[config.mk]
export PLATFORM = sky130hd
export DESIGN_NAME = hbs_out_fifo
export DESIGN_NICKNAME = d
export VERILOG_FILES = /design/src/rtl/hbs_pkg.sv /design/src/rtl/hbs_out_fifo.sv
export SDC_FILE = /design/constraint.sdc
export NUM_CORES = 1
export LEC_CHECK = 0
export BUFFER_PORTS_ARGS = -buffer_cell sky130_fd_sc_hd__clkbuf_2
export CAP_MARGIN = 20
export CORE_AREA = 5 5 136 138
export CTS_BUF_LIST = sky130_fd_sc_hd__clkbuf_16
export CTS_CLUSTER_DIAMETER = 120
export DETAILED_ROUTE_END_ITERATION = 16
export DIE_AREA = 0 0 141 143
export SLEW_MARGIN = 20
export SYNTH_ARGS = -nofsm -noshare
export SYNTH_HDL_FRONTEND = slang
export SYNTH_SLANG_ARGS = --single-unit
[constraint.sdc]
create_clock -name clk -period 2.5 [get_ports clk]
set_clock_uncertainty 0.2 [all_clocks]
set_input_delay 0.5 -clock clk [delete_from_list [all_inputs] [get_ports clk]]
set_output_delay 0.5 -clock clk [all_outputs]
set_load 0.01 [all_outputs]
[src/rtl/hbs_pkg.sv]
// Heightmap bilinear sampler: shared constants, types and the lerp function.
// Used by every module of the sampler; depends on nothing.
package hbs_pkg;

  localparam int GRID_SIDE   = 256;
  localparam int FRAC_BITS   = 8;
  localparam int HEIGHT_BITS = 16;
  localparam int POS_BITS    = 16;
  localparam int EXT_BITS    = 8;
  localparam int IDX_BITS    = $clog2(GRID_SIDE);
  localparam int ADDR_BITS   = 2 * IDX_BITS;
  localparam int MEM_DEPTH   = GRID_SIDE * GRID_SIDE;
  localparam int CFG_IDX_BITS = 1;

  localparam int IN_DATA_BITS  = 2 * POS_BITS + 2 * IDX_BITS + HEIGHT_BITS;
  localparam int OUT_DATA_BITS = HEIGHT_BITS;

  // result buffer; sized to cover the items accepted back to back before their push
  localparam int OUT_DEPTH = 8;
  localparam int PTR_BITS  = $clog2(OUT_DEPTH);
  localparam int OCC_BITS  = $clog2(OUT_DEPTH + 1);

  localparam logic [EXT_BITS-1:0] EXTENT_RESET = EXT_BITS'(40);
  localparam logic [POS_BITS-1:0] POS_LO       = POS_BITS'(2 * (2 ** FRAC_BITS));

  typedef logic signed [HEIGHT_BITS-1:0] height_t;

  localparam height_t OOR_HEIGHT = HEIGHT_BITS'(-(2 ** FRAC_BITS));

  typedef enum logic {
    FUNC_LOAD  = 1'b0,
    FUNC_QUERY = 1'b1
  } func_t;

  typedef enum logic [CFG_IDX_BITS-1:0] {
    REG_EXTENT_X = 1'b0,
    REG_EXTENT_Z = 1'b1
  } reg_idx_t;

  // stage strobes from the sequencer to the interpolator
  typedef struct packed {
    logic                 cap_up;
    logic                 calc_a;
    logic                 cap_left;
    logic                 calc_b;
    logic                 push;
    logic                 push_inr;
    logic [FRAC_BITS-1:0] fx;
    logic [FRAC_BITS-1:0] fz;
  } ctl_t;

  // a + floor((b - a) * f / 2^FRAC_BITS); result always lies between a and b
  function automatic height_t lerp(height_t a, height_t b, logic [FRAC_BITS-1:0] f);
    logic signed [HEIGHT_BITS:0]             d;
    logic signed [HEIGHT_BITS+FRAC_BITS+1:0] p;
    logic signed [HEIGHT_BITS:0]             s;
    logic signed [HEIGHT_BITS:0]             sum;
    d   = $signed({b[HEIGHT_BITS-1], b}) - $signed({a[HEIGHT_BITS-1], a});
    p   = d * $signed({1'b0, f});
    s   = $signed(p[HEIGHT_BITS+FRAC_BITS:FRAC_BITS]);
    sum = $signed({a[HEIGHT_BITS-1], a}) + s;
    return height_t'(sum[HEIGHT_BITS-1:0]);
  endfunction

endpackage

[src/rtl/hbs_out_fifo.sv]
// Result buffer between the interpolator and the output channel.
// Depends on hbs_pkg; never overflows as the sequencer counts items in flight.
module hbs_out_fifo (
  input  logic             clk,
  input  logic             rst_n,
  input  logic             push,
  input  hbs_pkg::height_t push_height,
  input  logic             push_inr,
  output logic             out_tvalid,
  input  logic             out_tready,
  output hbs_pkg::height_t out_tdata,
  output logic             out_tuser
);

  hbs_pkg::height_t              data_r [0:hbs_pkg::OUT_DEPTH-1];
  logic [hbs_pkg::OUT_DEPTH-1:0] flag_r;
  logic [hbs_pkg::PTR_BITS-1:0]  wr_ptr_r, rd_ptr_r;
  logic [hbs_pkg::OCC_BITS-1:0]  cnt_r;
  logic                          pop;

  assign out_tvalid = (cnt_r != '0);
  assign pop        = out_tvalid && out_tready;
  assign out_tdata  = data_r[rd_ptr_r];
  assign out_tuser  = flag_r[rd_ptr_r];

  always_ff @(posedge clk) begin
    if (push) begin
      data_r[wr_ptr_r] <= push_height;
      flag_r[wr_ptr_r] <= push_inr;
    end
  end

  always_ff @(posedge clk) begin
    if (!rst_n) begin
      wr_ptr_r <= '0;
      rd_ptr_r <= '0;
      cnt_r    <= '0;
    end else begin
      if (push) begin
        wr_ptr_r <= wr_ptr_r + hbs_pkg::PTR_BITS'(1);
      end
      if (pop) begin
        rd_ptr_r <= rd_ptr_r + hbs_pkg::PTR_BITS'(1);
      end
      cnt_r <= cnt_r + hbs_pkg::OCC_BITS'(push) - hbs_pkg::OCC_BITS'(pop);
    end
  end

endmodule

==> flow_summary.toml, run 1 <==
[critical_path]
r2r-start = "cnt_r[2]$_SDFF_PN0_"
critPathLaunchType = "flop"
cp.required_ns = 1.80
endpoint = "out_tdata[4]"
end_kind = "output pin"
reg2reg_setup_slack_ns = 0.19
path_max_fanout = 6
rr_worst_depth = 9
criticalPathCategory = "flop to output pin"
critPathArrivalTime_ns = 1.96
r2r_end = "cnt_r[3]$_SDFF_PN0_"

[floorplanning]
fp.dieW_um = 141
std_cell_rows = 48
die_h_um = 143
ios = 39
core_area_um2 = 17100
start_util_pct = 34.4
die-area_um2 = 20200

[global_route]
grt-ovfl-total = 0
grt_max_degree = 27
grt_pass1_vias = 3027
grt_pass1_wl_mm = 17.5
antenna_found_initial = 1
grt_usage_pct = 11.8

[yosys]
synth_top_area_share_pct = 69.5
ys.flop_type = "edfxtp_1"
synth_xor_area_share_pct = 0.447
synth_cell_types = 25
yosys_warnings = 0
synth_area_leaders = "edfxtp_1, mux4_1, dfxtp_1, mux4_2, mux2_2"
synthTopCellsByCount = "edfxtp_1, mux4_1, mux2_2, dfxtp_1"
syn_nets = 297
synth_compound_area_share_pct = 0.213
synth_top_family_by_area = "multiplexers"
synth.most_common_cell = "edfxtp_1"
ys_async_sr_fraction_pct = 0
synth_seq_cells = 149
synth.yosys.seq_area_share_pct = 74.0
synthMuxAreaShare_pct = 19.4
synth_area_um2 = 5870
netlist_instances = 269
synth_area_leader_cell = "edfxtp_1"
synthAdderAreaFrac_pct = 1.62
postSynthAreaPerCell_um2 = 21.8
yosys.area_share.simple_pct = 2.81
synth-edff-count = 136

[final_layout]
n_antenna_cell = 0
final_cells = 579
synthToLayoutAreaGrowth_pct = 21.9
final_nets = 369
fillCellCount = 1509
multi_input_area_um2 = 1410
register_area_um2 = 4350
layout-drive-gt1-share_pct = 41.5
fin_area_um2 = 7160

[drt]
vias = 2753
post_drt_wl_per_cell_um = 19.9
dr.pass1.iters = 4
drtIter0Drc = 163
drc = 0
drtAntennaViolNets = 0
post_drt_via_cell_ratio = 4.75
routed_wl_mm = 11.5

[clock_tree]
clockBufferDepth = 2
root_buffer = "clkbuf_16"
clk_latency_ns = 0.41
ctsHoldBuffers = 0
cts.clk_slew.worst_paths_ns = 0.06
cts_buffers = 17
htreeDepth = 4
cts_sinks = 149
cts_tree = "yes"

[sta]
report.final.setup_viol = 16
max_freq_mhz = 375
tightest_slew_ns = 0.372
max_slew_margin_pct = 75.2
final.setup.worst_slack_ns = -0.165
final_max_slew_viol_count = 0
rsz0062_at_grt = "yes"
tns_ns = -2.19
hold_violations = 0
min_period_ns = 2.66
fin_crit_sh_pct = 107

[place]
dpl.hpwl_mm = 6.88
routabilityCongestion = 0.689
place_inst = 543
place_area_um2 = 6470
portBuffers = 38
dp_slack_ns = 0.199

[power_and_ir_drop]
p_comb_share_pct = 18.8
p_leak_uw = 0.00247
power_frac_clock_pct = 36.1
pwr-share-seq_pct = 45.1
netSwitchingFraction_pct = 22.9
p_sw_uw = 1470
ir_drop_mv = 0.508
cellInternalPower_uw = 4970
powerDensity_nw_per_um2 = 900

[hold_path]
hp-class = "primary input to flop"
holdPathStages = 1

[job]
cap_violations = 0

[run_status]
outcome = "finished with violations"
violations = "setup timing"
## cell type report
| class | count | share of cell area [%] |
|---|---|---|
| Tap cell | 225 | 3.93 |
| Clock buffer | 17 | 5.94 |
| Timing Repair Buffer | 64 | 7.78 |
| Clock inverter | 15 | 1.73 |
| Inverter | 4 | 0.210 |
| Sequential cell | 149 | 60.8 |
| Multi-Input combinational cell | 105 | 19.6 |
## sequential cells by signal, indices dropped and copies added, names as in the netlist, named ones only
| name | cells |
|---|---|
| cnt_r | 4 |
| flag_r | 8 |
| rd_ptr_r | 3 |
| wr_ptr_r | 3 |
| data_r | 128 |
## how the worst min path moves through the flow
stage	from	to	slack [ns]
final	push_height[10]	data_r[0][10]$_DFFE_PP_	0.17
after global routing	push_height[5]	data_r[4][5]$_DFFE_PP_	0.17
after CTS	push_height[15]	data_r[0][15]$_DFFE_PP_	0.15
after detailed placement	rd_ptr_r[2]$_SDFFE_PN0P_	flop	0.31
after global placement	rd_ptr_r[2]$_SDFFE_PN0P_	rd_ptr_r[2]$_SDFFE_PN0P_	0.31
after floorplan	rd_ptr_r[2]$_SDFFE_PN0P_	flop	0.27
## power by group through the flow
stage	clock [µW]	sequential [µW]	combinational, µW
final	2330	2900	1210
after global routing	2510	2920	1330
after CTS	2390	2890	1050
after detailed placement	0	2940	995
after global placement	0	2930	974
after floorplan	0	2920	685
## critical path: stages (launching register included)
cell and delay (ns):
dfxtp_4 0.45, buf_16 0.16, mux4_1 0.53, mux2_2 0.28, buf_6 0.12
## layout by cell type, fill, tap and decap left out, types with 4 or more instances in the layout
master,instances
mux2_2,5
inv_1,7
and2_1,4
buf_4,19
nor2_1,7
ha_1,6
buf_6,13
mux2i_1,9
clkbuf_16,19
clkbuf_2,26
dfxtp_1,10
nand2_1,9
edfxtp_1,136
nand2b_1,6
clkinv_2,5
mux2_4,12
mux4_2,33
## stage by stage
stage	utilization, %	hold WS (ns)	total power (µW)
final	42.0	0.166	6440
after global routing	42.0	0.165	6760
after CTS	41.4	0.152	6330
after detailed placement	37.9	0.312	3930
after global placement	37.9	0.306	3910
after floorplan	-	0.273	3600
## cells by family (layout without fill, tap and decap cells)
family | Yosys count | count (layout)
AO/OA/AOI/OAI | 2 | 2
XOR/XNOR | 3 | 3
adder cells (fa/ha/maj) | 7 | 7
buffers and inverters | 15 | 100
flip-flops | 149 | 149
multiplexers | 60 | 60
AND/OR/NAND/NOR | 33 | 33
## repair_timing
action                     CTS  global route
gates cloned                 1             2
pin swaps                    0             0
gates resized for setup     13            58
setup buffers                1             0
setup endpoints to repair   17            17
## layer usage
| layer | up-vias | routed length, µm | track usage, % |
|---|---|---|---|
| met5 | - | 11 | 0 |
| met4 | 2 | 153 | 3.82 |
| met3 | 19 | 486 | 4.12 |
| met2 | 47 | 5750 | 19.7 |
| met1 | 1453 | 5120 | 14.6 |
| li1 | 1232 | - | - |
No activity file was read; power rests on OpenSTA's default activity.
==> run 2, diff against run 1 <==
Settings changed: ABC_AREA set to 1, CORE_AREA 5 5 136 138 to 5 5 144 146, DIE_AREA 0 0 141 143 to 0 0 149 151.
==> run 2 against run 1 <==
  * The run now ends clean
  * Register-to-register slack improved by 0.27 ns
  * Sequential power about the same
  * Sequential cell count unchanged
  * Synthesized cell count increased to 2.5 times the previous value
  * Core utilization decreased by 1.4 points
  * Total power increased by 9.8%
  * Global-route usage increased by 0.74 points
  * Non-clock buffer count decreased by 5
  * Critical endpoint is now out_tdata[1]
  * Largest power group unchanged
  * Highest routed layer is now met4
==> flow_summary.toml, run 2 <==
[drt]
post_drt_wl_per_cell_um = 13.8
dr.pass1.iters = 4
drt-met1-wl_mm = 6.45
drtIter0Drc = 243
wl_met3_um = 681
vias = 4324
highest_layer = "met4"
drc = 0
wl_met2_mm = 6.71
routed_wl_mm = 13.9
post_drt_via_cell_ratio = 4.29
drtAntennaViolNets = 0

[sta]
tns_ns = 0
final.setup.worst_slack_ns = 0.117
fin_crit_sh_pct = 95.3
hold_slack_ns = 0.161
report.final.setup_viol = 0
final_max_slew_viol_count = 0
max_slew_margin_pct = 77.3
hold_violations = 0
tightest_slew_ns = 0.341
rsz0062_at_grt = "no"
max_freq_mhz = 420
min_period_ns = 2.38

[final_layout]
largest_reg_flops = 128
mostFrequentLayoutCells = "nand2_1, inv_1, edfxtp_1"
final_common_cell = "nand2_1"
final_nets = 759
n_antenna_cell = 0
synthToLayoutAreaGrowth_pct = 18.5
layout-drive-gt1-share_pct = 12.9
postLayoutCoreUtil_pct = 40.6
reg_top3 = "data_r (128), flag_r (8), cnt_r (4)"
final_cells = 1008
top_register = "data_r"
fillCellCount = 1921

[clock_tree]
root_buffer = "clkbuf_16"
clk_latency_ns = 0.41
post_cts_buffers = 0
clockBufferDepth = 2
htreeDepth = 4
cts_tree = "yes"
cts.clk_slew.worst_paths_ns = 0.06
cts_sinks = 149
cts_buffers = 17

[hold_path]
worstHoldStart = "push_height[13]"
hp-class = "primary input to flop"
holdPathStages = 1
worstHoldEndpoint = "data_r[2][13]$_DFFE_PP_"

[critical_path]
critPathLaunchType = "flop"
end_kind = "output pin"
cpPeakStageDelay_ns = 0.38
crit_top_cell = "nand2_1"
crit_path_cell_trace = "inv_4 > clkbuf_16 > nand2_1 > nand3_1 > nand2_1 > nand2_1 > nand2_1 > clkbuf_2"
cp.required_ns = 1.80
rr_worst_depth = 10
reg2reg_setup_slack_ns = 0.46
path_max_fanout = 27
crit_slowest_cell = "dfxtp_4"
r2r_end = "cnt_r[2]$_SDFF_PN0_"
r2r-start = "cnt_r[2]$_SDFF_PN0_"
critPathArrivalTime_ns = 1.68
criticalPathCategory = "flop to output pin"

[yosys]
ys.flop_type = "edfxtp_1"
netlist_instances = 676
synth-edff-count = 136
synth_area_leaders = "edfxtp_1, nand2_1, inv_1, nand3_1, dfxtp_1"
synth.yosys.seq_area_share_pct = 65.9
syn_nets = 704
synthTopCellsByCount = "nand2_1, inv_1, edfxtp_1, nand3_1, nor2_1"
synth_cell_types = 17
synth_area_um2 = 6590
synth_area_leader_cell = "edfxtp_1"
ys_async_sr_fraction_pct = 0
yosys_warnings = 0
synth.most_common_cell = "nand2_1"
synth_seq_cells = 149
synth_top_area_share_pct = 61.9
postSynthAreaPerCell_um2 = 9.75

[place]
dpl.hpwl_mm = 7.92
routabilityCongestion = 0.740
dp_slack_ns = 0.435
portBuffers = 38
place_inst = 974

[global_route]
antenna_found_initial = 0
grt_pass1_vias = 4149
grt_pass1_wl_mm = 21.3
grt_usage_pct = 12.6
grt_max_degree = 65
grt-ovfl-total = 0

[job]
cap_violations = 0

[power_and_ir_drop]
powerDensity_nw_per_um2 = 905
p_leak_uw = 0.00360
ir_drop_mv = 0.610

[floorplanning]
ios = 39
fp.dieW_um = 149
core_area_um2 = 19300
die_h_um = 151
std_cell_rows = 51
start_util_pct = 34.2
die-area_um2 = 22500

[run_status]
outcome = "completed"
-- run 2: changes by cell type in the layout (fill, tap and decap cells not counted), sizes merged, moves of 9 or more --
cell and delta:
buf -18, mux2i -9, mux4 -34, nand2 +227
nor2 +11, mux2 -17, nand3 +73, clkbuf +13
inv +151
-- run 2: area by class of cell --
| class | count | area (µm²) | share of cell area (%) |
|---|---|---|---|
| clock inverter | 14 | 169 | 2.16 |
| clock buffer | 17 | 425 | 5.44 |
| timing repair buffer | 59 | 438 | 5.60 |
| sequential | 149 | 4350 | 55.6 |
| inverter | 156 | 588 | 7.52 |
| multi-input combinational | 348 | 1520 | 19.4 |
| tap | 265 | 332 | 4.24 |
-- run 2: layer usage --
| layer | vias to the layer above | global-route usage [%] |
|---|---|---|
| met4 | 0 | 4.07 |
| li1 | 2202 | - |
| met1 | 2028 | 15.9 |
| met3 | 7 | 3.47 |
| met2 | 87 | 21.0 |
| met5 | - | 0 |
-- run 2: metrics by stage --
stage | instance area, µm² | power [µW]
floorplan | 6590 | 4020
finish | 7820 | 7080
global route | 7820 | 7470
global placement | 7140 | 4460
CTS | 7730 | 7060
detailed placement | 7140 | 4490
-- run 2: logic make-up (layout without fill, tap and decap cells) --
logic type,after synthesis,count (layout),synth area share [%]
and+or+nand+nor,330,330,20.3
buffers and inverters,179,246,11.4
DFF,149,149,65.9
AOI/OAI and AO/OA,10,10,0.759
adders and majority gates,7,7,1.44
xor gates and xnor gates,1,1,0.133
-- run 2: what timing repair did --
action / in CTS / in global routing
endpoints found under the hold margin: 0 / 0
hold buffers: 0 / 0
resized for setup: 0 / 3
endpoints found under the setup margin: 0 / 14
-- run 2: power by group --
part	internal, µW	switching, µW	leakage, µW
sequential	2820	63.2	0.00134
combinational	595	1030	0.00196
clock	1640	925	0.000297
total	5060	2020	0.00360
-- run 2: worst max path at each step --
stage	start	to
after floorplan	push	data_r[0][0]$_DFFE_PP_
after global placement	cnt_r[2]$_SDFF_PN0_	cnt_r[2]$_SDFF_PN0_
after detailed placement	cnt_r[2]$_SDFF_PN0_	cnt_r[2]$_SDFF_PN0_
after CTS	flop	out_tdata[2]
after global routing	flop	out_tdata[1]
final	flop	out_tdata[1]
-- run 2: critical path: cells and delay by family, from the launching register on --
kind | cells | cell delay (ns)
buffers and inverters | 3 | 0.56
DFF | 1 | 0.38
and+or+nand+nor | 5 | 0.32
