**src/rtl/hbs_pkg.sv**
```systemverilog
// Heightmap bilinear sampler: shared constants, types and the lerp function.
// Used by every module of the sampler; depends on nothing.
package hbs_pkg;

  localparam int GRID_SIDE   = 256;
  localparam int FRAC_BITS   = 8;
  localparam int HEIGHT_BITS = 16;
  localparam int POS_BITS    = 16;
  localparam int EXT_BITS    = 8;
  localparam int IDX_BITS    = $clog2(GRID_SIDE);
  localparam int ADDR_BITS   = 2 * IDX_BITS;
  localparam int MEM_DEPTH   = GRID_SIDE * GRID_SIDE;
  localparam int CFG_IDX_BITS = 1;

  localparam int IN_DATA_BITS  = 2 * POS_BITS + 2 * IDX_BITS + HEIGHT_BITS;
  localparam int OUT_DATA_BITS = HEIGHT_BITS;

  // result buffer; sized to cover the items accepted back to back before their push
  localparam int OUT_DEPTH = 8;
  localparam int PTR_BITS  = $clog2(OUT_DEPTH);
  localparam int OCC_BITS  = $clog2(OUT_DEPTH + 1);

  localparam logic [EXT_BITS-1:0] EXTENT_RESET = EXT_BITS'(40);
  localparam logic [POS_BITS-1:0] POS_LO       = POS_BITS'(2 * (2 ** FRAC_BITS));

  typedef logic signed [HEIGHT_BITS-1:0] height_t;

  localparam height_t OOR_HEIGHT = HEIGHT_BITS'(-(2 ** FRAC_BITS));

  typedef enum logic {
    FUNC_LOAD  = 1'b0,
    FUNC_QUERY = 1'b1
  } func_t;

  typedef enum logic [CFG_IDX_BITS-1:0] {
    REG_EXTENT_X = 1'b0,
    REG_EXTENT_Z = 1'b1
  } reg_idx_t;

  // stage strobes from the sequencer to the interpolator
  typedef struct packed {
    logic                 cap_up;
    logic                 calc_a;
    logic                 cap_left;
    logic                 calc_b;
    logic                 push;
    logic                 push_inr;
    logic [FRAC_BITS-1:0] fx;
    logic [FRAC_BITS-1:0] fz;
  } ctl_t;

  // a + floor((b - a) * f / 2^FRAC_BITS); result always lies between a and b
  function automatic height_t lerp(height_t a, height_t b, logic [FRAC_BITS-1:0] f);
    logic signed [HEIGHT_BITS:0]             d;
    logic signed [HEIGHT_BITS+FRAC_BITS+1:0] p;
    logic signed [HEIGHT_BITS:0]             s;
    logic signed [HEIGHT_BITS:0]             sum;
    d   = $signed({b[HEIGHT_BITS-1], b}) - $signed({a[HEIGHT_BITS-1], a});
    p   = d * $signed({1'b0, f});
    s   = $signed(p[HEIGHT_BITS+FRAC_BITS:FRAC_BITS]);
    sum = $signed({a[HEIGHT_BITS-1], a}) + s;
    return height_t'(sum[HEIGHT_BITS-1:0]);
  endfunction

endpackage

```
**src/rtl/hbs_ctrl.sv**
```systemverilog
// Sequencer: item acceptance, extent registers, range check, corner read
// addresses and the stage strobes. Depends on hbs_pkg.
module hbs_ctrl (
  input  logic                              clk,
  input  logic                              rst_n,
  input  logic                              in_tvalid,
  output logic                              in_tready,
  input  logic [hbs_pkg::IN_DATA_BITS-1:0]  in_tdata,
  input  logic                              in_tuser,
  input  logic                              cfg_wen,
  input  logic [hbs_pkg::CFG_IDX_BITS-1:0]  cfg_index,
  input  logic [hbs_pkg::EXT_BITS-1:0]      cfg_wdata,
  input  logic                              out_pop,
  output logic                              wr_en,
  output logic [hbs_pkg::ADDR_BITS-1:0]     wr_addr,
  output hbs_pkg::height_t                  wr_data,
  output logic                              rd_en,
  output logic [hbs_pkg::ADDR_BITS-1:0]     rd_addr,
  output hbs_pkg::ctl_t                     ctl
);

  localparam int PB = hbs_pkg::POS_BITS;
  localparam int FB = hbs_pkg::FRAC_BITS;
  localparam int IB = hbs_pkg::IDX_BITS;
  localparam int NSTAGE = 5;

  logic [hbs_pkg::EXT_BITS-1:0] ext_x_r, ext_z_r;
  logic [NSTAGE-1:0]            vld_r, inr_r;
  logic [hbs_pkg::OCC_BITS-1:0] occ_r, occ_nxt;
  logic [IB-1:0]                x0_r, x1_r, z0_r, z1_r;
  logic [FB-1:0]                fx_r, fz_r;

  logic [PB-1:0] pos_x, pos_z, hi_x, hi_z;
  logic [IB-1:0] ld_row, ld_col, x0, x1, z0, z1;
  logic [FB-1:0] fx, fz;
  logic          accept, query, in_rng, busy;

  assign pos_x  = in_tdata[PB-1:0];
  assign pos_z  = in_tdata[2*PB-1:PB];
  assign ld_row = in_tdata[2*PB+IB-1:2*PB];
  assign ld_col = in_tdata[2*PB+2*IB-1:2*PB+IB];

  assign x0 = pos_x[PB-1:FB];
  assign z0 = pos_z[PB-1:FB];
  assign fx = pos_x[FB-1:0];
  assign fz = pos_z[FB-1:0];
  assign x1 = x0 + IB'(fx != '0);
  assign z1 = z0 + IB'(fz != '0);

  assign hi_x = {ext_x_r - hbs_pkg::EXT_BITS'(1), {FB{1'b0}}};
  assign hi_z = {ext_z_r - hbs_pkg::EXT_BITS'(1), {FB{1'b0}}};

  // zero extent wraps the upper bound, so it is excluded explicitly: always out of range
  assign in_rng = (pos_x >= hbs_pkg::POS_LO) && (pos_z >= hbs_pkg::POS_LO) &&
                  (ext_x_r != '0) && (ext_z_r != '0) &&
                  (pos_x <= hi_x) && (pos_z <= hi_z);

  // an in-range query holds the read port for its four corner reads
  assign busy      = inr_r[0] | inr_r[1] | inr_r[2];
  assign in_tready = !busy && (occ_r < hbs_pkg::OCC_BITS'(hbs_pkg::OUT_DEPTH));
  assign accept    = in_tvalid && in_tready;
  assign query     = accept && (hbs_pkg::func_t'(in_tuser) == hbs_pkg::FUNC_QUERY);

  assign wr_en   = accept && (hbs_pkg::func_t'(in_tuser) == hbs_pkg::FUNC_LOAD);
  assign wr_addr = {ld_row, ld_col};
  assign wr_data = hbs_pkg::height_t'(in_tdata[hbs_pkg::IN_DATA_BITS-1:2*PB+2*IB]);

  // corner reads in order up, right, left, down
  always_comb begin
    rd_en   = 1'b1;
    rd_addr = {x0, z0};
    if (query && in_rng) begin
      rd_addr = {x0, z0};
    end else if (inr_r[0]) begin
      rd_addr = {x1_r, z0_r};
    end else if (inr_r[1]) begin
      rd_addr = {x0_r, z1_r};
    end else if (inr_r[2]) begin
      rd_addr = {x1_r, z1_r};
    end else begin
      rd_en = 1'b0;
    end
  end

  assign occ_nxt = occ_r + hbs_pkg::OCC_BITS'(query) - hbs_pkg::OCC_BITS'(out_pop);

  always_ff @(posedge clk) begin
    if (!rst_n) begin
      ext_x_r <= hbs_pkg::EXTENT_RESET;
      ext_z_r <= hbs_pkg::EXTENT_RESET;
      vld_r   <= '0;
      inr_r   <= '0;
      occ_r   <= '0;
    end else begin
      if (cfg_wen) begin
        case (hbs_pkg::reg_idx_t'(cfg_index))
          hbs_pkg::REG_EXTENT_X: ext_x_r <= cfg_wdata;
          hbs_pkg::REG_EXTENT_Z: ext_z_r <= cfg_wdata;
          default: ;
        endcase
      end
      vld_r <= {vld_r[NSTAGE-2:0], query};
      inr_r <= {inr_r[NSTAGE-2:0], query && in_rng};
      occ_r <= occ_nxt;
    end
  end

  always_ff @(posedge clk) begin
    if (query) begin
      x0_r <= x0;
      x1_r <= x1;
      z0_r <= z0;
      z1_r <= z1;
      fx_r <= fx;
      fz_r <= fz;
    end
  end

  assign ctl.cap_up   = inr_r[0];
  assign ctl.calc_a   = inr_r[1];
  assign ctl.cap_left = inr_r[2];
  assign ctl.calc_b   = inr_r[3];
  assign ctl.push     = vld_r[4];
  assign ctl.push_inr = inr_r[4];
  assign ctl.fx       = fx_r;
  assign ctl.fz       = fz_r;

endmodule

```
**config.mk**
```make
export PLATFORM = sky130hd
export DESIGN_NAME = hbs_ctrl
export DESIGN_NICKNAME = d
export VERILOG_FILES = /design/src/rtl/hbs_pkg.sv /design/src/rtl/hbs_ctrl.sv
export SDC_FILE = /design/constraint.sdc
export NUM_CORES = 1
export LEC_CHECK = 0
export ABC_AREA = 0
export BUFFER_PORTS_ARGS = -buffer_cell sky130_fd_sc_hd__clkbuf_2
export CAP_MARGIN = 20
export CELL_PAD_IN_SITES_DETAIL_PLACEMENT = 1
export CELL_PAD_IN_SITES_GLOBAL_PLACEMENT = 2
export CORE_UTILIZATION = 32
export CTS_CLUSTER_SIZE = 24
export DETAILED_ROUTE_END_ITERATION = 8
export PLACE_DENSITY = 0.92
export SYNTH_ARGS = -nofsm -noshare
export SYNTH_HDL_FRONTEND = slang
export SYNTH_SLANG_ARGS = --single-unit
```
**constraint.sdc**
```tcl
create_clock -name clk -period 4.45 [get_ports clk]
set_input_delay 0.445 -clock clk [delete_from_list [all_inputs] [get_ports clk]]
set_output_delay 0.445 -clock clk [all_outputs]
set_load 0.01 [all_outputs]
```
==> results of run 1 <==
registers in the layout (all words and copies together) (netlist names), 8 cells and up:
signal and flops:
ext_x_r 8, ext_z_r 8, fx_r 8, fz_r 8, x0_r 8, x1_r 8
z0_r 8, z1_r 8
cell usage in the layout, fill, tap and decap left out, types with 5 or more instances in the layout:
cell       instances
clkbuf_2          87
nand2_1           52
edfxtp_1          48
dfxtp_1           30
ha_1              28
xnor2_1           19
o21ai_0           18
a22oi_1           16
inv_1             13
a21boi_0          12
and2_1            12
nor4_1             9
nand3_1            9
clkbuf_16          9
xor2_1             8
mux2i_1            8
nor3_1             6
a21oi_1            5
power groups by stage:
stage	clock network [mW]	logic, mW	registers (mW)
global route	0.842	0.373	0.884
detailed placement	0	0.337	0.893
CTS	0.815	0.339	0.878
floorplan	0	0.234	0.892
global placement	0	0.315	0.888
finish	0.792	0.332	0.877
how the worst max path moves through the flow:
stage	end	cells past startpoint
6_report	rd_en	10
5_1_grt	rd_en	10
4_1_cts	rd_en	10
3_5_place_dp	rd_en	10
3_3_place_gp	rd_en	10
2_1_floorplan	rd_en	9
cell type report:
cell class                 instances  share of cell area (%)
inverter                          14                    1.09
clock buffer                       9                    4.67
sequential                        78                    42.3
multi-input combinational        246                    36.1
clock inverter                     7                    2.02
tap                              172                    4.46
timing repair buffer              89                    9.33
per-layer routing:
layer / track usage [%] / routed length, µm
met2: 26.0 / 4650
met1: 17.8 / 4230
met3: 3.24 / 486
met4: 6.07 / 168
met5: 0 / 0
kinds of logic after synthesis:
logic type / share of synthesized area, %
compound gates: 9.93
xor+xnor: 5.72
fa+ha+maj: 8.96
buf+inv: 8.39
flops: 49.4
mux: 1.94
simple gates: 15.6
per-stage QoR:
step / std cells / instance area (µm²) / setup slack, ps
after floorplan: 383 / 4130 / 1780
after global placement: 599 / 4500 / 1480
after detailed placement: 599 / 4500 / 1360
after CTS: 615 / 4830 / 972
after global routing: 615 / 4830 / 797
final: 615 / 4830 / 937
==> out/results.tsv, run 1 <==
metric	value	unit
initial drt markers	145	
Critical Path Start	ext_x_r[2]	
ratio of final minimum period to clock period	79.0	%
via count	3009	
Pre-Repair DR Iteration Count	4	
Yosys top cell by area	edfxtp_1	
GRT Residual Overflow	0	
total chip power	2.00	mW
fin crit period	3510	ps
final core occ	38.2	%
CTS Hold Bufs	0	
Hold Path Origin	in_tdata[17]	
critical path launch point type	flip-flop	
clock share of power	39.6	%
TritonCTS Sinks	78	
vias in the first global route	3139	
CTS tree	done	
GRT Overall Usage	14.9	%
Post-DRT Antenna Nets	0	
largest net degree at the start of global routing	31	
CP Cell Sequence	or4_4 -> nor4_1 -> xnor2_1 -> ha_1 -> a21oi_1 -> nand2_1 -> a311oi_1 -> o21ai_1 -> o21ai_1 -> clkbuf_2	
Pwr per Cell Area	414	nW/µm²
Reg2Reg Setup Slack	1890	ps
vias per cell	4.89	
max_cap viols	0	
Num CTS Buffers	9	
worst min-delay path class	in2reg	
Syn. warnings	0	
# fillers	1437	
worst r2r src	ext_x_r[2]	
Post-synth top flop	edfxtp_1	
Peak VDD IR	0.153	mV
Leak	1.98	nW
status	complete, no violations	
Std-Cell Rows	41	
synth top area cells	edfxtp_1 35%, dfxtp_1 15%, ha_1 8.5%	
hold slack	300	ps
FF-to-FF path depth	9	
sequential power share	43.8	%
ys async rst share	0	%
Post-Syn Area	4130	µm²
Int Power	1.48	mW
final hold vios	0	
die area	13400	µm²
PortBufs	87	
synth cell count leaders	52 x nand2_1, 48 x edfxtp_1, 33 x buf_4, 30 x dfxtp_1, 28 x ha_1	
Multi-input gate area	1740	µm²
Switching Fraction	25.9	%
Routed WL	9.54	mm
Worst slew margin	48.1	%
GP Congestion	0.835	
cells after synthesis	383	
Final TNS setup	0	ps
CP max-delay cell	or4_4	
Max Slew Vio Count	0	
HPWL after detailed placement	7.30	mm
number of synthesized flops with an enable pin	48	
RSZ-0062 raised after global routing	false	
flip-flop and latch area	2040	µm²
Clock Path Buffers	2	
Data arrival, critical path	3070	ps
core area	12600	µm²
Top cell by count, worst path	o21ai_1	
Initial Utilization	32.7	%
Avg Inst Size Synth	10.8	µm²
Tightest Pin Transition	773	ps
Worst Path Required	4010	ps
worst hold endpoint	fz_r[1]	
CP delay by family, top	simple AND/OR/NAND/NOR gates	
Hold Path Depth	1	
CTS Root Cell	clkbuf_16	
final number of setup-violating endpoints	0	
switching power	0.517	mW
wire per inst	15.5	µm
Syn Nets	491	
boundary pin count	152	
P&R area growth vs syn	16.8	%
worst path bufs/invs	1	
Slowest Stage Delay on Critical Path	570	ps
Max FO, Critical Path	6	
Comb pwr share	16.6	%
post-CTS sizing	0	
Inserted Diodes	0	
post-CTS setup buffer count	0	
Nets	546	
Die H	116	µm
Fin Clk Skew	5.07	ps
layout cells sized above 1	25.3	%
top cell type's share of synthesized area	34.9	%
reg2reg end	inr_r[0]	
clock transition at the registers of the reported paths	60	ps
H-Tree Depth	3	
first-pass GRT wire length	15.2	mm
number of library cell types mapped by synthesis	45	
register area share after synthesis	49.4	%
worst setup path category	reg2out	
worst skew pair latency	340	ps
Die Span X	116	µm
DRC Markers	0	
fmax	285	MHz
count leader, synth	nand2_1	
FF+latch count, synth	78	
initial antenna violation count	0	
Worst setup EP type	output port	
No activity file was read; power rests on OpenSTA's default activity.
==> inputs of run 2 (changes only) <==
CORE_UTILIZATION = 27   (was 32)
PLACE_DENSITY = 0.83   (was 0.92)
clock period = 3 ns   (was 4.45 ns; I/O delays follow)
==> out/results.tsv, run 2 (synthesized netlist as in run 1, its figures left out) <==
metric	value	unit
placed cell count	613	
Non-Filler Instances	631	
Routed WL	10.1	mm
Switching Fraction	26.6	%
switching power	0.802	mW
H-Tree Depth	3	
worst setup path category	reg2out	
initial antenna violation count	0	
Int Power	2.21	mW
initial drt markers	138	
fin crit period	3090	ps
Data arrival, critical path	2790	ps
Num CTS Buffers	9	
ratio of final minimum period to clock period	103	%
final hold vios	0	
fmax	324	MHz
worst skew pair latency	340	ps
CP Cell Sequence	or4_4 -> nor4_4 -> xnor2_1 -> ha_1 -> buf_4 -> nand4_1 -> o32ai_2 -> o21ai_2 -> o21ai_2 -> buf_2	
clock transition at the registers of the reported paths	60	ps
DRC Markers	0	
most frequent cells in the layout	86 x clkbuf_2, 52 x nand2_1, 48 x edfxtp_1	
Peak VDD IR	0.252	mV
Fin Clk Skew	4.85	ps
Die Span X	126	µm
Die H	126	µm
final worst slack	-85.9	ps
RSZ-0062 raised after global routing	true	
Std-Cell Rows	44	
CP delay by family, top	simple AND/OR/NAND/NOR gates	
Max FO, Critical Path	3	
layout cells sized above 1	28.4	%
max_cap viols	0	
HPWL after detailed placement	7.55	mm
GRT Overall Usage	13.4	%
CP max-delay cell	or4_4	
via count	3039	
CTS tree	done	
failing checks	negative setup slack	
final instance area	4940	µm²
Worst slew margin	46.1	%
Worst setup EP type	output port	
boundary pin count	152	
Final TNS setup	-85.9	ps
Post-DRT Antenna Nets	0	
worst path bufs/invs	2	
PortBufs	87	
Initial Utilization	28.0	%
Clock Path Buffers	2	
Inserted Diodes	0	
Top cell by count, worst path	o21ai_2	
critical path launch point type	flip-flop	
Leak	2.01	nW
vias per cell	4.82	
status	complete, but fails checks	
P&R area growth vs syn	19.7	%
CTS Root Cell	clkbuf_16	
vias in the first global route	3275	
GRT Residual Overflow	0	
core area	14800	µm²
Slowest Stage Delay on Critical Path	580	ps
CTS Hold Bufs	0	
TritonCTS Sinks	78	
Worst Path Required	2700	ps
dpl cell area	4550	µm²
worst min-delay path class	in2reg	
Comb pwr share	17.4	%
Max Slew Vio Count	0	
final core occ	33.5	%
wire per inst	16.1	µm
largest net degree at the start of global routing	31	
Tightest Pin Transition	804	ps
die area	15800	µm²
Nets	550	
Pwr per Cell Area	610	nW/µm²
clock share of power	39.5	%
final number of setup-violating endpoints	1	
sequential power share	43.1	%
commonest non-fill, non-tap cell in the layout	clkbuf_2	
GP Congestion	0.821	
first-pass GRT wire length	16.4	mm
Pre-Repair DR Iteration Count	4	
-- run 2: cell count changes in the layout (fill, tap and decap cells not counted), moves of 2 or more --
cell,previous run,this run
clkinv_4,2,0
nor4_1,9,7
o21ai_2,0,2
dfxtp_1,30,28
dfxtp_2,0,2
buf_4,2,5
-- run 2: cell type report --
| cell class | instances | area [µm²] |
|---|---|---|
| repair buffers | 93 | 493 |
| inverters | 14 | 52.6 |
| clock inverters | 7 | 96.3 |
| well taps | 184 | 230 |
| fillers | 1650 | 9810 |
| flip-flops and latches | 78 | 2040 |
| clock buffers | 9 | 225 |
| multi-input cells | 246 | 1800 |
-- run 2: worst register-to-register path, stage by stage, from the launching register on --
cell and delay, ps:
dfxtp_1 330, or4_4 580, nor4_4 170, xnor2_1 100, ha_1 330, buf_4 130, nand4_1 110, o32ai_2 240
o21ai_2 110, buf_4 160, nor3b_1 180
-- run 2: metrics by stage --
stage | worst slack (ps) | hold slack, ps | power (mW)
finish | -85.9 | 148 | 3.02
detailed placement | 22.9 | 420 | 1.84
global placement | 160 | 428 | 1.80
floorplan | 475 | 399 | 1.67
CTS | -139 | 136 | 3.05
global route | -221 | 134 | 3.18
-- run 2: final timing paths --
path | slack [ps] | depth (start not counted) | start | endpoint
setup / recovery | -90 | 10 | ext_x_r[5] | rd_en
hold / removal | 150 | 1 | in_tdata[4] | fx_r[4]
setup reg to reg | 470 | 10 | ext_x_r[5] | inr_r[0]
hold reg to reg | 440 | 1 | vld_r[3] | vld_r[4]
-- run 2: routing by layer --
layer	global-route usage, %	routed length [µm]	up-vias
li1	-	-	1457
met1	16.2	4620	1463
met2	21.7	4720	88
met3	4.25	573	31
met4	6.03	221	0
met5	0	0	-
-- run 2: power by group through the flow --
stage / clock network, mW / registers (mW) / logic, mW
3_5_place_dp: 0 / 1.32 / 0.515
6_report: 1.19 / 1.30 / 0.525
2_1_floorplan: 0 / 1.32 / 0.347
5_1_grt: 1.27 / 1.31 / 0.590
3_3_place_gp: 0 / 1.32 / 0.481
4_1_cts: 1.22 / 1.30 / 0.525
-- run 2: repair_timing --
item | in CTS | in global routing
pin swaps | 4 | 3
setup buffers | 2 | 0
endpoints found under the setup margin | 1 | 1
gates resized for setup | 8 | 7
cloned | 0 | 0
