**config.mk**
```make
export PLATFORM = sky130hd
export DESIGN_NAME = hbs_interp
export DESIGN_NICKNAME = d
export VERILOG_FILES = /design/src/rtl/hbs_pkg.sv /design/src/rtl/hbs_interp.sv
export SDC_FILE = /design/constraint.sdc
export NUM_CORES = 1
export LEC_CHECK = 0
export ABC_AREA = 0
export BUFFER_PORTS_ARGS = -buffer_cell sky130_fd_sc_hd__buf_2
export CAP_MARGIN = 25
export CELL_PAD_IN_SITES_DETAIL_PLACEMENT = 0
export CELL_PAD_IN_SITES_GLOBAL_PLACEMENT = 2
export CORE_MARGIN = 3
export CORE_UTILIZATION = 31
export CTS_CLUSTER_SIZE = 25
export DETAILED_ROUTE_END_ITERATION = 8
export PLACE_DENSITY_LB_ADDON = 0.25
export SLEW_MARGIN = 5
export SYNTH_ARGS = -nofsm -noshare
export SYNTH_HDL_FRONTEND = slang
export SYNTH_SLANG_ARGS = --single-unit
```
**constraint.sdc**
```tcl
create_clock -name clk -period 12.4 [get_ports clk]
set_input_delay 1.24 -clock clk [delete_from_list [all_inputs] [get_ports clk]]
set_output_delay 1.24 -clock clk [all_outputs]
set_load 0.01 [all_outputs]
```
**src/rtl/hbs_pkg.sv**
```systemverilog
// Heightmap bilinear sampler: shared constants, types and the lerp function.
// Used by every module of the sampler; depends on nothing.
package hbs_pkg;

  localparam int GRID_SIDE   = 256;
  localparam int FRAC_BITS   = 8;
  localparam int HEIGHT_BITS = 16;
  localparam int POS_BITS    = 16;
  localparam int EXT_BITS    = 8;
  localparam int IDX_BITS    = $clog2(GRID_SIDE);
  localparam int ADDR_BITS   = 2 * IDX_BITS;
  localparam int MEM_DEPTH   = GRID_SIDE * GRID_SIDE;
  localparam int CFG_IDX_BITS = 1;

  localparam int IN_DATA_BITS  = 2 * POS_BITS + 2 * IDX_BITS + HEIGHT_BITS;
  localparam int OUT_DATA_BITS = HEIGHT_BITS;

  // result buffer; sized to cover the items accepted back to back before their push
  localparam int OUT_DEPTH = 8;
  localparam int PTR_BITS  = $clog2(OUT_DEPTH);
  localparam int OCC_BITS  = $clog2(OUT_DEPTH + 1);

  localparam logic [EXT_BITS-1:0] EXTENT_RESET = EXT_BITS'(40);
  localparam logic [POS_BITS-1:0] POS_LO       = POS_BITS'(2 * (2 ** FRAC_BITS));

  typedef logic signed [HEIGHT_BITS-1:0] height_t;

  localparam height_t OOR_HEIGHT = HEIGHT_BITS'(-(2 ** FRAC_BITS));

  typedef enum logic {
    FUNC_LOAD  = 1'b0,
    FUNC_QUERY = 1'b1
  } func_t;

  typedef enum logic [CFG_IDX_BITS-1:0] {
    REG_EXTENT_X = 1'b0,
    REG_EXTENT_Z = 1'b1
  } reg_idx_t;

  // stage strobes from the sequencer to the interpolator
  typedef struct packed {
    logic                 cap_up;
    logic                 calc_a;
    logic                 cap_left;
    logic                 calc_b;
    logic                 push;
    logic                 push_inr;
    logic [FRAC_BITS-1:0] fx;
    logic [FRAC_BITS-1:0] fz;
  } ctl_t;

  // a + floor((b - a) * f / 2^FRAC_BITS); result always lies between a and b
  function automatic height_t lerp(height_t a, height_t b, logic [FRAC_BITS-1:0] f);
    logic signed [HEIGHT_BITS:0]             d;
    logic signed [HEIGHT_BITS+FRAC_BITS+1:0] p;
    logic signed [HEIGHT_BITS:0]             s;
    logic signed [HEIGHT_BITS:0]             sum;
    d   = $signed({b[HEIGHT_BITS-1], b}) - $signed({a[HEIGHT_BITS-1], a});
    p   = d * $signed({1'b0, f});
    s   = $signed(p[HEIGHT_BITS+FRAC_BITS:FRAC_BITS]);
    sum = $signed({a[HEIGHT_BITS-1], a}) + s;
    return height_t'(sum[HEIGHT_BITS-1:0]);
  endfunction

endpackage

```
**src/rtl/hbs_interp.sv**
```systemverilog
// Interpolator: captures corner heights off the read port and does the x
// then z lerps. Depends on hbs_pkg.
module hbs_interp (
  input  logic             clk,
  input  hbs_pkg::ctl_t    ctl,
  input  hbs_pkg::height_t rd_data,
  output hbs_pkg::height_t res_height
);

  hbs_pkg::height_t               up_r, left_r, a_r, b_r;
  logic [hbs_pkg::FRAC_BITS-1:0]  fz_b_r;

  always_ff @(posedge clk) begin
    if (ctl.cap_up) begin
      up_r <= rd_data;
    end
    if (ctl.calc_a) begin
      a_r <= hbs_pkg::lerp(up_r, rd_data, ctl.fx);
    end
    if (ctl.cap_left) begin
      left_r <= rd_data;
    end
    // fz is held here: the next query may overwrite the sequencer copy
    if (ctl.calc_b) begin
      b_r    <= hbs_pkg::lerp(left_r, rd_data, ctl.fx);
      fz_b_r <= ctl.fz;
    end
  end

  assign res_height = ctl.push_inr ? hbs_pkg::lerp(a_r, b_r, fz_b_r) : hbs_pkg::OOR_HEIGHT;

endmodule

```
==> flow_metrics.env, run 1 <==
export IMPL_status="finished clean"
export IMPL_path_max_fanout=8
export IMPL_postRouteAntennaNets=0
export IMPL_synth_sequential_area_ratio=0.105
export IMPL_synthTopCellsByArea="sky130_fd_sc_hd__fa_1 30%, sky130_fd_sc_hd__ha_1 14%, sky130_fd_sc_hd__edfxtp_1 11%, sky130_fd_sc_hd__inv_1 9.2%, sky130_fd_sc_hd__and2_1 5.0%"
export IMPL_core_region_area_sq_mm=0.0650
export IMPL_routedWlPerCell_um=16.7
export IMPL_placed_cells_incl_taps=3222
export IMPL_setup_worst_path_class="flop to output port"
export IMPL_share_of_the_synthesized_area_in_the_top_cell_type=0.303
export IMPL_grt_pass1_wl_um=89700
export IMPL_detailroute_via_count=15500
export IMPL_synth_most_common_cell="sky130_fd_sc_hd__inv_1"
export IMPL_worst_r2r_cell_count=35
export IMPL_timing_final_crit_period_ps=11260
export IMPL_cts_setup_buffers=0
export IMPL_avgViaCountPerCell=4.79
export IMPL_timing_max_transition_violations_final=0
export IMPL_cp_top_family="adder cells"
export IMPL_synthArstFlopShare=0
export IMPL_crit_slowest_cell="sky130_fd_sc_hd__a2111oi_0"
export IMPL_gpl_final_weighted_congestion=0.806
export IMPL_hold_buffers=0
export IMPL_yosysUniqueCellTypes=68
export IMPL_postSynthCellCount=2375
export IMPL_timing_critical_path_buf_inv=5
export IMPL_synth_yosys_warnings=0
export IMPL_clk_insertion_delay_late_ps=380
export IMPL_numCtsBuffers=9
export IMPL_worst_path_largest_cell_delay_ps=740
export IMPL_tritoncts_num_sinks=72
export IMPL_post_synth_most_frequent_cells="502 x sky130_fd_sc_hd__inv_1, 311 x sky130_fd_sc_hd__fa_1, 247 x sky130_fd_sc_hd__nand2_1, 228 x sky130_fd_sc_hd__ha_1, 163 x sky130_fd_sc_hd__and2_1"
export IMPL_cts_resized=0
export IMPL_grt_start_max_net_pins=41
export IMPL_ys_seq_elements=72
export IMPL_die_y_um=264
export IMPL_tritoncts_clock_tree="done"
export IMPL_globalRouteOverflowTotal=0
export IMPL_syn_to_final_growth_pct=7.27
export IMPL_placementRows=93
export IMPL_post_layout_nonfiller_instances=3238
export IMPL_clockRootBuffer="sky130_fd_sc_hd__clkbuf_16"
export IMPL_floorplan_initialDensity=0.316
export IMPL_syn_cell_area_sq_mm=0.0206
export IMPL_worst_setup_slack_before_clock_tree_synthesis_ps=1460
export IMPL_detailedRoute_firstPassIterationCount=5
export IMPL_cts_max_path_buffers=2
export IMPL_ys_dominant_reg_cell="sky130_fd_sc_hd__edfxtp_1"
export IMPL_drt_drc_violations_left=0
export IMPL_slew_headroom=0.326
export IMPL_max_cap_violations=0
export IMPL_fin_worst_hold_slack_ps=618
export IMPL_mean_area_per_synthesized_cell_sq_um=8.66
export IMPL_finalSetupViolations=0
export IMPL_timing_worst_slew_pin_value_ps=1000
export IMPL_setup_repair_after_global_routing_missed_its_margin="false"
export IMPL_cp_depth=35
export IMPL_post_synth_edffs=72
export IMPL_setup_worst_path_end_class="output port"
export IMPL_hold_path_depth=1
export IMPL_hold_path_class="flop to flop"
export IMPL_nets=2956
export IMPL_required_ps=11160
export IMPL_crit_arrival_ps=10020
export IMPL_register_clock_pin_slew_on_the_reported_worst_setup_and_hold_paths_ps=60
export IMPL_synth_area_leader_cell="sky130_fd_sc_hd__fa_1"
export IMPL_first_global_vias=16500
export IMPL_final_min_period_over_clock_period=0.908
export IMPL_fp_dieArea_sq_mm=0.0695
export IMPL_routed_wirelength_um=54100
export IMPL_post_dp_hpwl_um=44800
export IMPL_startpoint_type="flop"
export IMPL_timing_final_hold_violations=0
export IMPL_fillerInstances=6878
export IMPL_synth_net_count=2953
export IMPL_drive_gt1_frac=0.0466
export IMPL_grt_usage=0.160
export IMPL_die_w_um=264
export IMPL_path_common_cell="sky130_fd_sc_hd__fa_1"
export IMPL_htree_num_levels=3
export IMPL_skew_ps=19.4
export IMPL_antenna_found_initial=4
export IMPL_drt_first_iter_violations=643
export IMPL_fin_tns_setup_ps=0
export IMPL_io_pins=55
export IMPL_postLayoutSetupSlackWorst_ps=1140
export IMPL_clock_fmax_ghz=0.0888
export IMPL_port_buffers=53
## layer usage
metal | wire [um] | vias up | GRT usage
li1 | - | 7591 | -
met3 | 1300 | 31 | 0.0179
met2 | 26800 | 191 | 0.284
met4 | 376 | 6 | 0.0186
met1 | 25600 | 7680 | 0.215
met5 | 40 | - | 0
## layout make-up
class | count | area [sq um] | share of cell area
antenna | 1 | 2.50 | 0.000113
clock buffer | 9 | 225 | 0.0102
clock inverter | 6 | 118 | 0.00533
inverter | 503 | 1890 | 0.0856
multi-input combinational | 1726 | 16200 | 0.736
sequential | 72 | 2160 | 0.0980
tap | 855 | 1070 | 0.0485
timing repair buffer | 66 | 363 | 0.0164
## cells by family after synthesis
group | after synthesis | share of synthesized area
compound gates | 287 | 0.0988
xor+xnor | 122 | 0.0533
fa+ha+maj | 539 | 0.441
buf+inv | 577 | 0.105
flops | 72 | 0.105
mux | 4 | 0.00201
simple gates | 774 | 0.194
## metrics by stage
stage           util  area (sq um)
2_1_floorplan      -         20600
3_3_place_gp   0.334         21700
3_5_place_dp   0.334         21700
4_1_cts        0.339         22100
5_1_grt        0.339         22100
6_report       0.339         22100
## placed cells by master (no fill, tap or decap), types with 9 or more instances in the layout
cell type / netlist / layout
sky130_fd_sc_hd__a21o_1: 16 / 16
sky130_fd_sc_hd__ha_1: 228 / 228
sky130_fd_sc_hd__buf_2: 3 / 53
sky130_fd_sc_hd__a311oi_1: 12 / 12
sky130_fd_sc_hd__buf_4: 0 / 13
sky130_fd_sc_hd__nor3b_1: 30 / 30
sky130_fd_sc_hd__nor3_1: 36 / 36
sky130_fd_sc_hd__nand2b_1: 25 / 25
sky130_fd_sc_hd__o21ai_0: 40 / 40
sky130_fd_sc_hd__nand3b_1: 18 / 18
sky130_fd_sc_hd__xnor2_1: 89 / 89
sky130_fd_sc_hd__fa_1: 311 / 311
sky130_fd_sc_hd__o311ai_0: 14 / 14
sky130_fd_sc_hd__nor2_1: 92 / 92
sky130_fd_sc_hd__or3_1: 16 / 16
sky130_fd_sc_hd__and3_1: 9 / 9
sky130_fd_sc_hd__and2_1: 163 / 163
sky130_fd_sc_hd__clkbuf_16: 0 / 9
sky130_fd_sc_hd__a21oi_1: 62 / 62
sky130_fd_sc_hd__nor2b_1: 43 / 43
sky130_fd_sc_hd__o211ai_1: 19 / 19
sky130_fd_sc_hd__xor2_1: 31 / 31
sky130_fd_sc_hd__or2_2: 15 / 15
sky130_fd_sc_hd__a211oi_1: 27 / 27
sky130_fd_sc_hd__o21a_1: 18 / 18
sky130_fd_sc_hd__edfxtp_1: 72 / 72
sky130_fd_sc_hd__inv_1: 502 / 502
sky130_fd_sc_hd__nand3_1: 51 / 51
sky130_fd_sc_hd__nand2_1: 247 / 247
## path summary, 6_finish.rpt
kind	slack, ps	from	endpoint
worst max-delay path	1140	a_r[0]	res_height[15]
worst max register to register	2820	left_r[1]	b_r[15]
worst min register to register	620	left_r[0]	b_r[0]
worst min-delay path	620	left_r[0]	b_r[0]
## state kept, by name (all words and copies together), names as in the netlist
name    count
b_r        16
a_r        16
up_r       16
left_r     16
fz_b_r      8
Power of run 1 is left out: the tool's default activity adds up to more than one toggle a clock period on the data nets, which glitch-free logic cannot reach.
==> run 2, diff against run 1 <==
--- a/config.mk
+++ b/config.mk
@@ -14,7 +14,7 @@
 export CORE_UTILIZATION = 31
 export CTS_CLUSTER_SIZE = 25
 export DETAILED_ROUTE_END_ITERATION = 8
-export PLACE_DENSITY_LB_ADDON = 0.25
+export PLACE_DENSITY = 0.77
 export SLEW_MARGIN = 5
 export SYNTH_ARGS = -nofsm -noshare
 export SYNTH_HDL_FRONTEND = slang
==> run 2 against run 1 <==
  * Core utilization decreased by 0.092 points
  * Hold slack better by 50 ps
  * Flip-flop and latch count did not move
  * Sequential share of layout area about the same
  * Worst setup slack gained 6.7 ps
  * Wire length shrank 3.3%
  * Critical path depth stayed put
  * Non-clock buffer count down 2
  * Fmax barely moved
  * First-iteration DRC count is 6.2% higher
==> flow_metrics.env, run 2 (synthesis gave the netlist of run 1 again) <==
export IMPL_crit_slowest_cell="sky130_fd_sc_hd__xnor2_1"
export IMPL_status="finished clean"
export IMPL_grt_pass1_wl_um=88100
export IMPL_drt_first_iter_violations=683
export IMPL_final_core_density=0.338
export IMPL_setup_worst_path_class="flop to output port"
export IMPL_htree_num_levels=3
export IMPL_setup_repair_after_global_routing_missed_its_margin="false"
export IMPL_syn_to_final_growth_pct=6.98
export IMPL_hold_buffers=0
export IMPL_placementRows=93
export IMPL_avgViaCountPerCell=4.82
export IMPL_path_common_cell="sky130_fd_sc_hd__fa_1"
export IMPL_worst_setup_slack_before_clock_tree_synthesis_ps=1570
export IMPL_hold_path_class="flop to flop"
export IMPL_drive_gt1_frac=0.0458
export IMPL_path_max_fanout=8
export IMPL_finalSetupViolations=0
export IMPL_postRouteAntennaNets=0
export IMPL_io_pins=55
export IMPL_detailroute_via_count=15600
export IMPL_postLayoutSetupSlackWorst_ps=1150
export IMPL_tritoncts_num_sinks=72
export IMPL_fin_tns_setup_ps=0
export IMPL_cts_resized=0
export IMPL_port_buffers=53
export IMPL_floorplan_initialDensity=0.316
export IMPL_numCtsBuffers=9
export IMPL_first_global_vias=16700
export IMPL_fp_dieArea_sq_mm=0.0695
export IMPL_gpl_final_weighted_congestion=0.821
export IMPL_core_region_area_sq_mm=0.0650
export IMPL_die_w_um=264
export IMPL_skew_ps=19.1
export IMPL_detailedRoute_firstPassIterationCount=5
export IMPL_clockRootBuffer="sky130_fd_sc_hd__clkbuf_16"
export IMPL_cts_max_path_buffers=2
export IMPL_timing_final_crit_period_ps=11250
export IMPL_max_cap_violations=0
export IMPL_grt_usage=0.155
export IMPL_routedWlPerCell_um=16.2
export IMPL_tritoncts_clock_tree="done"
export IMPL_slew_headroom=0.320
export IMPL_final_min_period_over_clock_period=0.907
export IMPL_timing_worst_slew_pin_value_ps=1010
export IMPL_post_dp_hpwl_um=42800
export IMPL_timing_final_hold_violations=0
export IMPL_clk_insertion_delay_late_ps=370
export IMPL_required_ps=11160
export IMPL_crit_arrival_ps=10010
export IMPL_mostFrequentLayoutCells="502 x sky130_fd_sc_hd__inv_1, 311 x sky130_fd_sc_hd__fa_1, 247 x sky130_fd_sc_hd__nand2_1"
export IMPL_clock_fmax_ghz=0.0889
export IMPL_placed_cells_incl_taps=3220
export IMPL_register_clock_pin_slew_on_the_reported_worst_setup_and_hold_paths_ps=70
export IMPL_worst_path_largest_cell_delay_ps=750
export IMPL_setup_worst_path_end_class="output port"
export IMPL_cts_setup_buffers=0
export IMPL_drt_drc_violations_left=0
export IMPL_final_common_cell="sky130_fd_sc_hd__inv_1"
export IMPL_post_layout_nonfiller_instances=3237
export IMPL_grt_start_max_net_pins=41
export IMPL_routed_wirelength_um=52300
export IMPL_startpoint_type="flop"
export IMPL_timing_max_transition_violations_final=0
export IMPL_globalRouteOverflowTotal=0
export IMPL_antenna_found_initial=7
export IMPL_nets=2954
export IMPL_die_y_um=264
==> run 2: cell types whose count changed in the layout (fill, tap and decap cells not counted), sizes merged <==
cell and change:
clkinv +2, bufinv -2, clkbuf +1, buf -2
==> run 2: worst max-delay path: cells and delay by family, from the launching register on <==
family,cells,cell delay [ps]
compound gates,12,2990
simple gates,6,1080
fa+ha+maj,8,3380
buf+inv,5,360
flops,1,400
xor+xnor,3,1210
mux,1,190
==> run 2: worst paths after layout <==
kind,start,to,slack (ps),cells after the start
hold reg to reg,up_r[0],a_r[0],670,1
hold / removal,up_r[0],a_r[0],670,1
setup reg to reg,left_r[1],b_r[15],2950,35
setup / recovery,a_r[0],res_height[15],1150,35
==> run 2: final cells by class <==
cell class	count	area, sq um
diodes	1	2.50
clock buffers	10	229
clock inverters	6	68.8
fillers	6774	43000
inverters	503	1890
multi-input cells	1726	16200
flip-flops and latches	72	2160
well taps	855	1070
repair buffers	64	348
==> run 2: stage by stage <==
stage | area (sq um) | hold slack (ps)
global route | 22000 | 693
finish | 22000 | 667
floorplan | 20600 | 554
detailed placement | 21700 | 641
global placement | 21700 | 655
CTS | 22000 | 668
==> run 2: layer usage <==
layer	vias to the layer above	wire, um	part of all wire	GRT usage
met5	-	7	0.00013	0
met4	2	625	0.012	0.0235
met3	39	1600	0.031	0.0183
met2	235	25000	0.48	0.266
met1	7769	25100	0.48	0.215
li1	7572	-	-	-
Power of run 2 is left out for the same reason.
==> run 3, diff against run 2 <==
--- a/config.mk
+++ b/config.mk
@@ -12,6 +12,8 @@
 export CELL_PAD_IN_SITES_GLOBAL_PLACEMENT = 2
 export CORE_MARGIN = 3
 export CORE_UTILIZATION = 31
+export CTS_BUF_LIST = sky130_fd_sc_hd__clkbuf_2
+export CTS_CLUSTER_DIAMETER = 80
 export CTS_CLUSTER_SIZE = 25
 export DETAILED_ROUTE_END_ITERATION = 8
 export PLACE_DENSITY = 0.77
==> constraint.sdc (replaced) <==
create_clock -name clk -period 12.4 [get_ports clk]
set_input_delay 1.24 -clock clk [delete_from_list [all_inputs] [get_ports clk]]
set_output_delay 1.24 -clock clk [all_outputs]
set_load 0.05 [all_outputs]
==> run 3 against run 2 <==
  * Largest cell class unchanged
  * Fmax down 1.2%
  * Critical endpoint unchanged
  * Cell area down 0.54%
  * Clock skew up 52 ps
==> flow_metrics.env, run 3 (synthesis gave the netlist of run 1 again) <==
export IMPL_status="finished clean"
export IMPL_required_ps=11160
export IMPL_fin_worst_hold_slack_ps=687
export IMPL_crit_slowest_cell="sky130_fd_sc_hd__nor3_1"
export IMPL_regToRegSetupSlack_ps=2930
export IMPL_hold_path_depth=1
export IMPL_finalSetupViolations=0
export IMPL_mostFrequentLayoutCells="502 x sky130_fd_sc_hd__inv_1, 311 x sky130_fd_sc_hd__fa_1, 247 x sky130_fd_sc_hd__nand2_1"
export IMPL_detailroute_via_count=15600
export IMPL_startpoint_type="flop"
export IMPL_register_clock_pin_slew_on_the_reported_worst_setup_and_hold_paths_ps=270
export IMPL_globalRouteOverflowTotal=0
export IMPL_timing_max_transition_violations_final=0
export IMPL_numCtsBuffers=9
export IMPL_cts_max_path_buffers=2
export IMPL_grt_start_max_net_pins=41
export IMPL_min_delay_worst_endpoint="b_r[0]"
export IMPL_path_common_cell="sky130_fd_sc_hd__inv_1"
export IMPL_detailedRoute_firstPassIterationCount=6
export IMPL_floorplan_initialDensity=0.316
export IMPL_htree_num_levels=3
export IMPL_io_pins=55
export IMPL_worst_path_largest_cell_delay_ps=810
export IMPL_clock_fmax_ghz=0.0878
export IMPL_drt_first_iter_violations=732
export IMPL_routedWlPerCell_um=15.9
export IMPL_die_w_um=264
export IMPL_tritoncts_clock_tree="done"
export IMPL_final_common_cell="sky130_fd_sc_hd__inv_1"
export IMPL_drt_drc_violations_left=0
export IMPL_routed_wirelength_um=51700
export IMPL_clockRootBuffer="sky130_fd_sc_hd__clkbuf_2"
export IMPL_fin_tns_setup_ps=0
export IMPL_timing_critical_path_buf_inv=7
export IMPL_setup_repair_after_global_routing_missed_its_margin="false"
export IMPL_antenna_found_initial=8
export IMPL_core_region_area_sq_mm=0.0650
export IMPL_postRouteAntennaNets=0
export IMPL_max_cap_violations=0
export IMPL_dpl_cell_area_sq_mm=0.0217
export IMPL_clk_insertion_delay_late_ps=680
export IMPL_avgViaCountPerCell=4.80
export IMPL_crit_arrival_ps=10150
export IMPL_timing_worst_slew_pin_value_ps=1050
export IMPL_cts_setup_buffers=0
export IMPL_cp_top_family="adder cells"
export IMPL_stdcell_area_sq_mm=0.0219
export IMPL_path_max_fanout=19
export IMPL_timing_final_crit_period_ps=11390
export IMPL_regToRegEndpoint="b_r[15]"
export IMPL_slew_headroom=0.298
export IMPL_die_y_um=264
export IMPL_worst_hold_startpoint="left_r[0]"
export IMPL_first_global_vias=16700
export IMPL_timing_final_hold_violations=0
export IMPL_post_dp_hpwl_um=42300
export IMPL_placementRows=93
export IMPL_gpl_final_weighted_congestion=0.823
export IMPL_port_buffers=53
export IMPL_nets=2954
export IMPL_final_min_period_over_clock_period=0.919
export IMPL_setup_worst_path_end_class="output port"
export IMPL_reg_to_reg_critical_path_startpoint="left_r[1]"
export IMPL_skew_ps=70.8
export IMPL_worst_r2r_cell_count=35
export IMPL_grt_pass1_wl_um=87900
export IMPL_hold_path_class="flop to flop"
export IMPL_drive_gt1_frac=0.0475
export IMPL_final_core_density=0.337
export IMPL_syn_to_final_growth_pct=6.40
export IMPL_setup_worst_path_class="flop to output port"
export IMPL_fp_dieArea_sq_mm=0.0695
export IMPL_grt_usage=0.155
export IMPL_tritoncts_num_sinks=72
==> run 3: metal layers <==
layer  up-vias  GRT usage  routed length (um)
met4         2     0.0218                 446
li1       7586          -                   -
met5         -          0                  14
met3        35     0.0166                1500
met1      7720      0.214               25200
met2       226      0.266               24500
==> run 3: worst max-delay path by stage <==
stage               startpoint             end  slack (ps)  cells after the start
floorplan               a_r[0]  res_height[15]        2620                     34
global placement        a_r[0]  res_height[15]        1490                     35
detailed placement      a_r[0]  res_height[15]        1490                     35
CTS                     a_r[0]  res_height[15]         520                     35
global route            a_r[0]  res_height[15]         130                     35
finish                  a_r[1]  res_height[15]        1010                     36
==> run 3: cell type report <==
cell class | instances | area [sq um]
clock buffers | 10 | 50.0
fillers | 6806 | 43200
multi-input cells | 1726 | 16300
flip-flops and latches | 72 | 2160
repair buffers | 64 | 348
well taps | 855 | 1070
diodes | 7 | 17.5
clock inverters | 6 | 91.3
inverters | 503 | 1890
==> run 3: per-stage QoR <==
stage,std cells,setup WS (ps)
after floorplan,2375,2620
after global placement,3219,1490
after detailed placement,3219,1490
after CTS,3235,519
after global routing,3240,127
final,3243,1010
==> run 3: timing repair <==
action / 4_1_cts / 5_1_grt
hold endpoints to repair: 0 / 0
hold buffers: 0 / 0
gates resized for setup: 0 / 3
endpoints found under the setup margin: 0 / 1
Power of run 3 is left out for the same reason.
